===== config.mk =====
export PLATFORM = sky130hd
export DESIGN_NAME = nearest_centre_classifier
export DESIGN_NICKNAME = d
export VERILOG_FILES = /design/src/hw/rtl/ncc_pkg.sv /design/src/hw/rtl/ncc_ctrl.sv /design/src/hw/rtl/ncc_datapath.sv /design/src/hw/rtl/nearest_centre_classifier.sv
export SDC_FILE = /design/constraint.sdc
export NUM_CORES = 2
export LEC_CHECK = 0
export BUFFER_PORTS_ARGS = -buffer_cell sky130_fd_sc_hd__buf_2
export CAP_MARGIN = 20
export CORE_ASPECT_RATIO = 0.75
export CORE_MARGIN = 2
export CORE_UTILIZATION = 55
export CTS_CLUSTER_DIAMETER = 50
export DETAILED_ROUTE_END_ITERATION = 8
export GPL_TIMING_DRIVEN = 0
export HOLD_SLACK_MARGIN = 0.06
export MAX_ROUTING_LAYER = met4
export PLACE_DENSITY_LB_ADDON = 0.08
export SLEW_MARGIN = 20
export SYNTH_ARGS = -nofsm -noshare
export SYNTH_HDL_FRONTEND = slang
export SYNTH_SLANG_ARGS = --single-unit

===== constraint.sdc =====
create_clock -name clk_i -period 14.9 [get_ports clk_i]
set_clock_uncertainty 0.05 [all_clocks]
set_input_delay 0.745 -clock clk_i [delete_from_list [all_inputs] [get_ports clk_i]]
set_output_delay 0.745 -clock clk_i [all_outputs]
set_load 0.05 [all_outputs]

===== src/hw/rtl/ncc_pkg.sv =====
// ----------------------------------------------------------------------------
// ncc_pkg
// Shared types and constants of the nearest-centre classifier.
// ----------------------------------------------------------------------------
package ncc_pkg;

  // Input command codes.
  localparam logic CMD_LOAD     = 1'b0;
  localparam logic CMD_CLASSIFY = 1'b1;

  // Fixed field widths of the external interface.
  localparam int unsigned CFG_W      = 6;
  localparam int unsigned SLOT_W     = 5;
  localparam int unsigned DIST_OUT_W = 33;

  // Commands from the controller to the datapath.
  typedef struct packed {
    logic load;     // write the incoming point into the centre table
    logic capture;  // latch the incoming point for a search
    logic issue;    // read one table slot into the pipeline
    logic first;    // the issued slot is the first of the search
    logic last;     // the issued slot is the last of the search
  } ncc_cmd_t;

  // Status from the datapath to the controller.
  typedef struct packed {
    logic done;     // the search result is presented this cycle
  } ncc_status_t;

endpackage


===== src/hw/rtl/ncc_ctrl.sv =====
// ----------------------------------------------------------------------------
// ncc_ctrl
// Sequencer of the classifier: holds the slot count register and walks the
// slot index over the table for each classify item.
// ----------------------------------------------------------------------------
module ncc_ctrl import ncc_pkg::*; #(
  parameter int unsigned MAX_CENTRES = 32
) (
  input  logic                           clk_i,
  input  logic                           rst_ni,
  input  logic                           start_i,
  input  logic                           command_i,
  input  logic                           cfg_we_i,
  input  logic [CFG_W-1:0]               cfg_wdata_i,
  input  ncc_status_t                    status_i,
  output ncc_cmd_t                       cmd_o,
  output logic [$clog2(MAX_CENTRES)-1:0] rd_idx_o,
  output logic                           busy_o
);

  localparam int unsigned IDX_W = $clog2(MAX_CENTRES);
  localparam int unsigned CMP_W = (IDX_W + 1 > CFG_W) ? IDX_W + 1 : CFG_W;

  typedef enum logic [2:0] {
    S_IDLE  = 3'b001,
    S_ISSUE = 3'b010,
    S_WAIT  = 3'b100
  } ctrl_state_e;

  ctrl_state_e      state_q, state_d;
  logic [CFG_W-1:0] num_q;
  logic [IDX_W-1:0] k_q, k_d;
  logic [IDX_W-1:0] last_q, last_d;
  logic [IDX_W-1:0] last_idx;
  logic [CMP_W-1:0] num_ext;

  // Zero counts as one slot; counts above the table depth saturate.
  assign num_ext = CMP_W'(num_q);
  always_comb begin
    if (num_q == '0) begin
      last_idx = '0;
    end else if (num_ext >= CMP_W'(MAX_CENTRES)) begin
      last_idx = IDX_W'(MAX_CENTRES - 1);
    end else begin
      last_idx = IDX_W'(num_ext - CMP_W'(1));
    end
  end

  always_comb begin
    state_d = state_q;
    k_d     = k_q;
    last_d  = last_q;
    cmd_o   = '0;
    unique case (state_q)
      S_IDLE: begin
        if (start_i) begin
          if (command_i == CMD_LOAD) begin
            cmd_o.load = 1'b1;
          end else begin
            cmd_o.capture = 1'b1;
            k_d           = '0;
            last_d        = last_idx;
            state_d       = S_ISSUE;
          end
        end
      end
      S_ISSUE: begin
        cmd_o.issue = 1'b1;
        cmd_o.first = (k_q == '0);
        cmd_o.last  = (k_q == last_q);
        if (k_q == last_q) begin
          state_d = S_WAIT;
        end else begin
          k_d = k_q + IDX_W'(1);
        end
      end
      S_WAIT: begin
        if (status_i.done) begin
          state_d = S_IDLE;
        end
      end
      default: begin
        state_d = S_IDLE;
      end
    endcase
  end

  always_ff @(posedge clk_i or negedge rst_ni) begin
    if (!rst_ni) begin
      state_q <= S_IDLE;
      num_q   <= CFG_W'(1);
      k_q     <= '0;
      last_q  <= '0;
    end else begin
      state_q <= state_d;
      k_q     <= k_d;
      last_q  <= last_d;
      if (cfg_we_i) begin
        num_q <= cfg_wdata_i;
      end
    end
  end

  assign rd_idx_o = k_q;
  assign busy_o   = (state_q != S_IDLE);

endmodule


===== src/hw/rtl/ncc_datapath.sv =====
// ----------------------------------------------------------------------------
// ncc_datapath
// Centre table memory and the distance pipeline: read, difference, square,
// then sum and compare against the running best.
// ----------------------------------------------------------------------------
module ncc_datapath import ncc_pkg::*; #(
  parameter int unsigned MAX_CENTRES = 32,
  parameter int unsigned COORD_BITS  = 16
) (
  input  logic                           clk_i,
  input  logic                           rst_ni,
  input  ncc_cmd_t                       cmd_i,
  input  logic [$clog2(MAX_CENTRES)-1:0] rd_idx_i,
  input  logic [SLOT_W-1:0]              slot_i,
  input  logic signed [COORD_BITS-1:0]   coord_x_i,
  input  logic signed [COORD_BITS-1:0]   coord_y_i,
  output ncc_status_t                    status_o,
  output logic [SLOT_W-1:0]              nearest_slot_o,
  output logic [DIST_OUT_W-1:0]          distance_sq_o
);

  localparam int unsigned IDX_W = $clog2(MAX_CENTRES);
  localparam int unsigned CMP_W = (IDX_W + 1 > SLOT_W) ? IDX_W + 1 : SLOT_W;
  localparam int unsigned SQ_W  = 2 * COORD_BITS;
  localparam int unsigned SUM_W = SQ_W + 1;

  logic signed [COORD_BITS-1:0] mem_x [MAX_CENTRES];
  logic signed [COORD_BITS-1:0] mem_y [MAX_CENTRES];

  logic signed [COORD_BITS-1:0] pt_x_q, pt_y_q;

  // Stage 1: table read.
  logic                         v1_q, f1_q, l1_q;
  logic [IDX_W-1:0]             idx1_q;
  logic signed [COORD_BITS-1:0] cx_q, cy_q;
  // Stage 2: absolute differences.
  logic                         v2_q, f2_q, l2_q;
  logic [IDX_W-1:0]             idx2_q;
  logic [COORD_BITS-1:0]        mx_q, my_q;
  // Stage 3: squares.
  logic                         v3_q, f3_q, l3_q;
  logic [IDX_W-1:0]             idx3_q;
  logic [SQ_W-1:0]              sqx_q, sqy_q;
  // Stage 4: running best.
  logic [SUM_W-1:0]             best_q;
  logic [IDX_W-1:0]             best_idx_q;
  logic                         done_q;

  logic                         wr_ok;
  logic signed [COORD_BITS:0]   dx, dy;
  logic [COORD_BITS:0]          ax, ay;
  logic [SUM_W-1:0]             sum;

  // Loads to slots beyond the table are dropped.
  assign wr_ok = cmd_i.load && (CMP_W'(slot_i) < CMP_W'(MAX_CENTRES));

  always_ff @(posedge clk_i) begin
    if (wr_ok) begin
      mem_x[IDX_W'(slot_i)] <= coord_x_i;
      mem_y[IDX_W'(slot_i)] <= coord_y_i;
    end
    cx_q <= mem_x[rd_idx_i];
    cy_q <= mem_y[rd_idx_i];
  end

  assign dx = (COORD_BITS+1)'(cx_q) - (COORD_BITS+1)'(pt_x_q);
  assign dy = (COORD_BITS+1)'(cy_q) - (COORD_BITS+1)'(pt_y_q);
  assign ax = dx[COORD_BITS] ? (COORD_BITS+1)'(-dx) : (COORD_BITS+1)'(dx);
  assign ay = dy[COORD_BITS] ? (COORD_BITS+1)'(-dy) : (COORD_BITS+1)'(dy);
  assign sum = {1'b0, sqx_q} + {1'b0, sqy_q};

  // Payload registers without reset.
  always_ff @(posedge clk_i) begin
    if (cmd_i.capture) begin
      pt_x_q <= coord_x_i;
      pt_y_q <= coord_y_i;
    end
    idx1_q <= rd_idx_i;
    idx2_q <= idx1_q;
    mx_q   <= ax[COORD_BITS-1:0];
    my_q   <= ay[COORD_BITS-1:0];
    idx3_q <= idx2_q;
    sqx_q  <= SQ_W'(mx_q) * SQ_W'(mx_q);
    sqy_q  <= SQ_W'(my_q) * SQ_W'(my_q);
    // Later slots win ties.
    if (v3_q && (f3_q || (sum <= best_q))) begin
      best_q     <= sum;
      best_idx_q <= idx3_q;
    end
  end

  always_ff @(posedge clk_i or negedge rst_ni) begin
    if (!rst_ni) begin
      v1_q   <= 1'b0;
      f1_q   <= 1'b0;
      l1_q   <= 1'b0;
      v2_q   <= 1'b0;
      f2_q   <= 1'b0;
      l2_q   <= 1'b0;
      v3_q   <= 1'b0;
      f3_q   <= 1'b0;
      l3_q   <= 1'b0;
      done_q <= 1'b0;
    end else begin
      v1_q   <= cmd_i.issue;
      f1_q   <= cmd_i.first;
      l1_q   <= cmd_i.last;
      v2_q   <= v1_q;
      f2_q   <= f1_q;
      l2_q   <= l1_q;
      v3_q   <= v2_q;
      f3_q   <= f2_q;
      l3_q   <= l2_q;
      done_q <= v3_q && l3_q;
    end
  end

  assign status_o.done  = done_q;
  assign nearest_slot_o = SLOT_W'(best_idx_q);
  assign distance_sq_o  = DIST_OUT_W'(best_q);

endmodule


===== src/hw/rtl/nearest_centre_classifier.sv =====
// ----------------------------------------------------------------------------
// nearest_centre_classifier
// Finds the nearest of a loaded table of centre points for each classify
// command and reports its slot and squared Euclidean distance.
// ----------------------------------------------------------------------------
//
// Channel    Direction  Handshake               Payload
// command    in         start_i / busy_o        command_i, slot_i, coord_x_i, coord_y_i
// result     out        done_o (one-cycle)      nearest_slot_o, distance_sq_o
// config     in         cfg_we_i                cfg_wdata_i (slot count)
//
// A transfer on the command channel happens at a rising edge with start_i
// high and busy_o low. A load command writes the table at that edge and
// leaves the block idle, so the next command can follow in the next cycle.
// A classify command raises busy_o until its result is out: the controller
// issues one table read per cycle for each of the N slots searched, and the
// datapath then reads, takes differences, squares and compares before the
// result appears. done_o is high for exactly one cycle with the result,
// in the last busy cycle; busy_o drops at the edge that ends it, so the next
// command can transfer in the following cycle. The receiver cannot stall the result.
// Reset (rst_ni low) returns the controller to idle and sets the slot count
// to one; the centre table is not cleared and must be loaded before use.
//
module nearest_centre_classifier import ncc_pkg::*; #(
  parameter int unsigned MAX_CENTRES = 32,
  parameter int unsigned COORD_BITS  = 16
) (
  input  logic                         clk_i,
  input  logic                         rst_ni,
  input  logic                         start_i,
  output logic                         busy_o,
  input  logic                         command_i,
  input  logic [SLOT_W-1:0]            slot_i,
  input  logic signed [COORD_BITS-1:0] coord_x_i,
  input  logic signed [COORD_BITS-1:0] coord_y_i,
  output logic                         done_o,
  output logic [SLOT_W-1:0]            nearest_slot_o,
  output logic [DIST_OUT_W-1:0]        distance_sq_o,
  input  logic                         cfg_we_i,
  input  logic [CFG_W-1:0]             cfg_wdata_i
);

  localparam int unsigned IDX_W = $clog2(MAX_CENTRES);

  ncc_cmd_t         cmd;
  ncc_status_t      status;
  logic [IDX_W-1:0] rd_idx;
  logic             busy;

  // The controller only reacts to start while idle, so gating start with
  // busy here keeps the transfer rule in one place.
  ncc_ctrl #(
    .MAX_CENTRES (MAX_CENTRES)
  ) u_ctrl (
    .clk_i       (clk_i),
    .rst_ni      (rst_ni),
    .start_i     (start_i && !busy),
    .command_i   (command_i),
    .cfg_we_i    (cfg_we_i),
    .cfg_wdata_i (cfg_wdata_i),
    .status_i    (status),
    .cmd_o       (cmd),
    .rd_idx_o    (rd_idx),
    .busy_o      (busy)
  );

  // Table memory plus the four-stage distance and compare pipeline.
  ncc_datapath #(
    .MAX_CENTRES (MAX_CENTRES),
    .COORD_BITS  (COORD_BITS)
  ) u_datapath (
    .clk_i          (clk_i),
    .rst_ni         (rst_ni),
    .cmd_i          (cmd),
    .rd_idx_i       (rd_idx),
    .slot_i         (slot_i),
    .coord_x_i      (coord_x_i),
    .coord_y_i      (coord_y_i),
    .status_o       (status),
    .nearest_slot_o (nearest_slot_o),
    .distance_sq_o  (distance_sq_o)
  );

  assign busy_o = busy;
  assign done_o = status.done;

endmodule


=== Word-level counts from Yosys, hierarchy flattened ===
Memories as Yosys holds them, arrays and structs flattened. A register that Yosys moved wholly into a read port is not among the register bits.
Index checks and enable logic that the tools add are counted.

* Register bits: 210
* Latch bits: 0
* RAM bits: 1,024
* Bits in read-only memories: 0
* Output and inout bits: 40
* Memories kept: 2

* Add/sub/neg operators: 7
* Multiply operators: 2
* Divide/modulo/power cells: 0
* Magnitude comparators: 2
* Eq/ne operators: 10
* Shifts and indexed selects: 0
* Multiplexer cells: 20
* Bitwise operators: 0
* Reductions and logical operators: 11

{| class="wikitable"
|+ Memories
! name !! words !! bits a word !! read ports !! clocked after memory_dff !! write ports !! line !! text
|-
| u_datapath.mem_x || 32 || 16 || 1 || 1 || 1 || ncc_datapath.sv:27 || <nowiki>logic signed [COORD_BITS-1:0] mem_x [MAX_CENTRES];</nowiki>
|-
| u_datapath.mem_y || 32 || 16 || 1 || 1 || 1 || ncc_datapath.sv:28 || <nowiki>logic signed [COORD_BITS-1:0] mem_y [MAX_CENTRES];</nowiki>
|}

{| class="wikitable"
|+ Operator list
! operator !! count
|-
| $mul 16x16->32 || 2
|-
| $sub 16x16->17 || 2
|-
| $add 32x32->33 || 1
|-
| $le 33x33->1 || 1
|-
| $mux 16 || 2
|-
| $neg 16->16 || 2
|-
| $mux 5 || 5
|-
| $mux 3 || 5
|-
| $pmux 5 s2 || 1
|-
| $pmux 3 s3 || 1
|-
| $reduce_and 4->1 || 2
|-
| $ge 6x6->1 const B || 1
|-
| $logic_not 6->1 || 1
|-
| $ne 2x1->1 const B || 3
|-
| $add 5x1->5 const B || 1
|-
| $eq 5x5->1 || 1
|-
| $logic_not 5->1 || 1
|-
| $sub 5x1->5 const B || 1
|-
| $mux 1 || 4
|-
| $mux 2 || 2
|-
| $ne 2x2->1 const B || 2
|-
| $eq 3x1->1 const B || 1
|-
| $eq 3x2->1 const B || 1
|-
| $eq 3x3->1 const B || 1
|-
| 6 further kinds || 8
|}

=== Logic depth before layout (Yosys ltp) ===
* Depth in word-level cells: 7
* Mapped depth: 25
* Mapped depth without buffers: 24

=== Cells and area by module ===
A second synthesis with hierarchy kept.

* Cell total of the unflattened synthesis: 4,098
* Area total of the unflattened synthesis: 63,893.8 µm²

{| class="wikitable"
|+ By module, submodules not included
! module !! times used !! cells an instance !! area each (µm²)
|-
| ncc_datapath || 1 || 3,996 || 62,839.0
|-
| ncc_ctrl || 1 || 101 || 1,041.0
|-
| nearest_centre_classifier || 1 || 1 || 13.8
|}

=== Worst setup path before layout ===
No wires, ideal clock.

* Kind: register -> register
* Start: reg u_datapath.mx_q[6]
* End: reg u_datapath.sqx_q[31]
* Arrival time: 6.035 ns
* Data required time: 14.744 ns
* Path slack: 8.709 ns
* Cell stages (with the launch flop): 21
* Clock period less this slack: 6.191 ns
* Path through: dfxtp_1 > clkbuf_1 > nand2_1 > fa_1 > inv_1 > fa_1 > fa_1 > fa_1 > fa_1 > inv_1 > fa_1 > inv_1 > ha_1 > and3_1 > and2_1 > nand4_1 > o32ai_1 > o41ai_2 > o21ai_2 > or4b_2 > o311ai_0

* Word-level cells in the longest chain between the ends: 1

{| class="wikitable"
|+ Ends and longest elaborated chain
! element !! line !! text
|-
| start, declared || ncc_datapath.sv:39 || <nowiki>logic [COORD_BITS-1:0] mx_q, my_q;</nowiki>
|-
| start signal, assigned || ncc_datapath.sv:80 || <nowiki>mx_q <= ax[COORD_BITS-1:0];</nowiki>
|-
| $mul 16x16->32 || ncc_datapath.sv:83 || <nowiki>sqx_q <= SQ_W'(mx_q) * SQ_W'(mx_q);</nowiki>
|-
| end signal, assigned || ncc_datapath.sv:83 ||
|-
| end, declared || ncc_datapath.sv:43 || <nowiki>logic [SQ_W-1:0] sqx_q, sqy_q;</nowiki>
|}

Every way passes these cells.
A chain may end at the register's enable or synchronous reset.

=== Worst setup path after layout ===
* Start: reg u_datapath.my_q[10]
* End: reg u_datapath.sqy_q[27]

* Word-level cells in the longest chain between the ends: 1

{| class="wikitable"
|+ Ends and longest elaborated chain
! element !! line !! text
|-
| start, declared || ncc_datapath.sv:39 ||
|-
| start signal, assigned || ncc_datapath.sv:81 || <nowiki>my_q <= ay[COORD_BITS-1:0];</nowiki>
|-
| $mul 16x16->32 || ncc_datapath.sv:84 || <nowiki>sqy_q <= SQ_W'(my_q) * SQ_W'(my_q);</nowiki>
|-
| end signal, assigned || ncc_datapath.sv:84 ||
|-
| end, declared || ncc_datapath.sv:43 ||
|}

Every way passes these cells.

==> run metrics <==
DRT antenna net count=0; Synth Warn #=0; WP data required=15.44 ns; WL per Instance=25.83 um; area leader, netlist=edfxtp_1; Post-Syn Area per Cell=15.62 um2; worst-margin pin slew=1.079 ns; Synth area leaders=edfxtp_1 52%, mux4_2 11%, fa_1 10%; ys flop type=edfxtp_1; Cell Rows=108; Initial DRT Pass Iterations=8; reg2reg start=u_datapath.my_q[10]$_DFF_P_; share of the synthesized area in the top cell type=0.5154; overall die height=298.8 um; filler instances=8432; met2 WL post-DR=71190 um; wire length on met3=11120 um; nature of the critical path startpoint=register; port bufs=86; CTS max path bufs=3; Post-Syn Area=63740 um2; largest net degree at the start of global routing=34; Final Hold Slack=0.1930 ns; setup violators final=0; post-layout net count=5036; fmax=131.0 MHz; crit path DAT=8.17 ns; count of pins over their slew limit=0; Post-synth EDFFs=1094; clk_lat worst skew=0.74 ns; CTS tree=built; Core ar.=115300 um2; io pins=88; status=completed; Min-Delay Path Class=primary input to register; max-cap violations=0; CP Capture Type=register; clk slew on worst S/H paths=0.06 ns; initial antenna violation count=7; Vias/cell=5.812; Slew Limit Headroom=0.2808; Die Wd=397.1 um; GRT Overall Usage=0.2788; Syn Inst Count=4081; Worst R2R Path Depth=23; Finished Core Util=0.6247; Resized cells post-CTS=0; RSZ-0062 raised after global routing=no; Distinct cells, synth=85; Max FO, Critical Path=10; Area growth, synth to finish=12.96%; Async SR Flop Fraction=0.02294; GP Congestion=0.9022; Setup TNS=0 ns; Placed Cells incl. Taps=5764; final cell count without fillers=6017; syn nets=4755; uppermost layer routed=met4; most common cell in the netlist=edfxtp_1; DRT iter0 DRCs=3343; drt total wl=155400 um; first-pass GRT wire length=233300 um; HPWL after DPL=111000 um; final worst path period need=7.632 ns; Worst Setup SP=u_datapath.my_q[10]$_DFF_P_; Post-route DRC=0; sequential share of the synthesized area=0.5711; final hold violations=0; Final period util=0.5122; top post-synthesis cells by count=1094 x edfxtp_1, 582 x inv_1, 329 x fa_1, 320 x mux4_2, 297 x ha_1; CTS sink cnt=1264; share of layout cells above drive strength 1=0.1798; Hold Path Cell Cnt=3; Overflow after GRT=0; routed vias=34.97k; htree depth=4; cts bufs inserted=133; wire length on met1=70230 um; Hold Crit Start=cfg_wdata_i[1]; Setup CP Type=register to register; vias in the first global route=35.77k; Initial Util=0.5530; clk root buf=clkbuf_16; Die Area=118700 um2; synthesized flop and latch total=1264
-- stage by stage --
stage | worst slack, ns | cell area (um2)
after CTS | 7.226 | 71950
after detailed placement | 7.299 | 67620
final | 7.268 | 72010
after global placement | 7.257 | 66100
after floorplan | 8.709 | 63740
after global routing | 6.897 | 72000
-- cells in the final DEF, fill, tap and decap left out, types with 35 or more instances in the layout --
master	netlist	layout
a21o_1	57	57
a21oi_1	104	104
and2_1	95	95
buf_12	0	35
buf_2	3	99
clkbuf_1	99	117
clkbuf_16	0	136
dfxtp_1	141	141
edfxtp_1	1094	1094
fa_1	329	329
ha_1	297	297
inv_1	582	581
mux2_2	43	43
mux4_2	320	320
nand2_1	203	203
nor2_1	139	107
o21ai_0	47	47
xnor2_1	93	93
xor2_1	51	51
-- sequential cells by signal, summed over array words and instances (netlist names), 6 cells and up --
signal	flops
u_datapath.mem_x	512
u_datapath.mem_y	512
u_datapath.distance_sq_o	33
u_datapath.sqx_q	31
u_datapath.sqy_q	31
u_datapath.cx_q	16
u_datapath.cy_q	16
u_datapath.mx_q	16
u_datapath.my_q	16
u_datapath.pt_x_q	16
u_datapath.pt_y_q	16
u_ctrl.num_ext	6
-- worst max-delay path: stages, from the launching register on --
cell and delay, ns:
dfxtp_1 0.63, clkbuf_1 0.68, nand2_1 0.21, inv_1 0.12, fa_1 0.41, inv_1 0.09
fa_1 0.39, inv_1 0.09, fa_1 0.45, fa_1 0.50, fa_1 0.49, inv_1 0.05
fa_1 0.51, inv_1 0.05, ha_1 0.31, and4_1 0.23, a21oi_1 0.19, o211ai_1 0.22
a221o_1 0.47, a211oi_1 0.41, nor2_1 0.10, a31oi_1 0.37, nor2b_1 0.21, xnor2_1 0.24
-- metal layers --
layer | track usage | up-vias
li1 | - | 15410
met1 | 0.4141 | 18110
met2 | 0.4099 | 1272
met3 | 0.04564 | 183
met4 | 0.06219 | 0
met5 | - | -
-- cell families (layout without fill, tap and decap cells) --
kind of cell / Yosys count / after routing / share of synthesized area
AO/OA/AOI/OAI: 346 / 346 / 0.03641
XOR/XNOR: 144 / 144 / 0.01979
adder cells (fa/ha/maj): 626 / 626 / 0.1616
buffers and inverters: 710 / 1100 / 0.04189
flip-flops: 1264 / 1264 / 0.5711
multiplexers: 366 / 366 / 0.1211
other: 0 / 6 / 0
AND/OR/NAND/NOR: 625 / 625 / 0.04809
-- worst paths after layout --
kind	to	slack (ns)
setup / recovery	u_datapath.sqy_q[27]$_DFF_P_	7.27
hold / removal	u_ctrl.num_ext[1]$_DFFE_PN0P_	0.19
setup reg to reg	u_datapath.sqy_q[27]$_DFF_P_	7.27
hold reg to reg	u_datapath.idx2_q[4]$_DFF_P_	0.27
max in group asynchronous	u_ctrl.rd_idx_o[2]$_DFFE_PN0P_	13.72
min in group asynchronous	u_datapath.status_o$_DFF_PN0_	0.63
-- area by class of cell --
class                   count  area, um2  share of cell area
diodes                      6      15.01           0.0002085
plain buffers             128      516.7            0.007176
clock buffers             168       3535             0.04909
clock inverters            76      785.8             0.01091
inverters                 582       2187             0.03037
multi-input cells        2107      24910              0.3460
flip-flops and latches   1264      36400              0.5056
well taps                1540       1927             0.02676
repair buffers            146       1724             0.02394
-- timing repair --
item,in CTS,in global routing
hold buffers,1,0
setup buffers,0,0
setup endpoints to repair,0,0
hold endpoints to repair,27,0
Power is left out: the tool's default activity adds up to more than one toggle a clock period on the data nets, which glitch-free logic cannot reach.
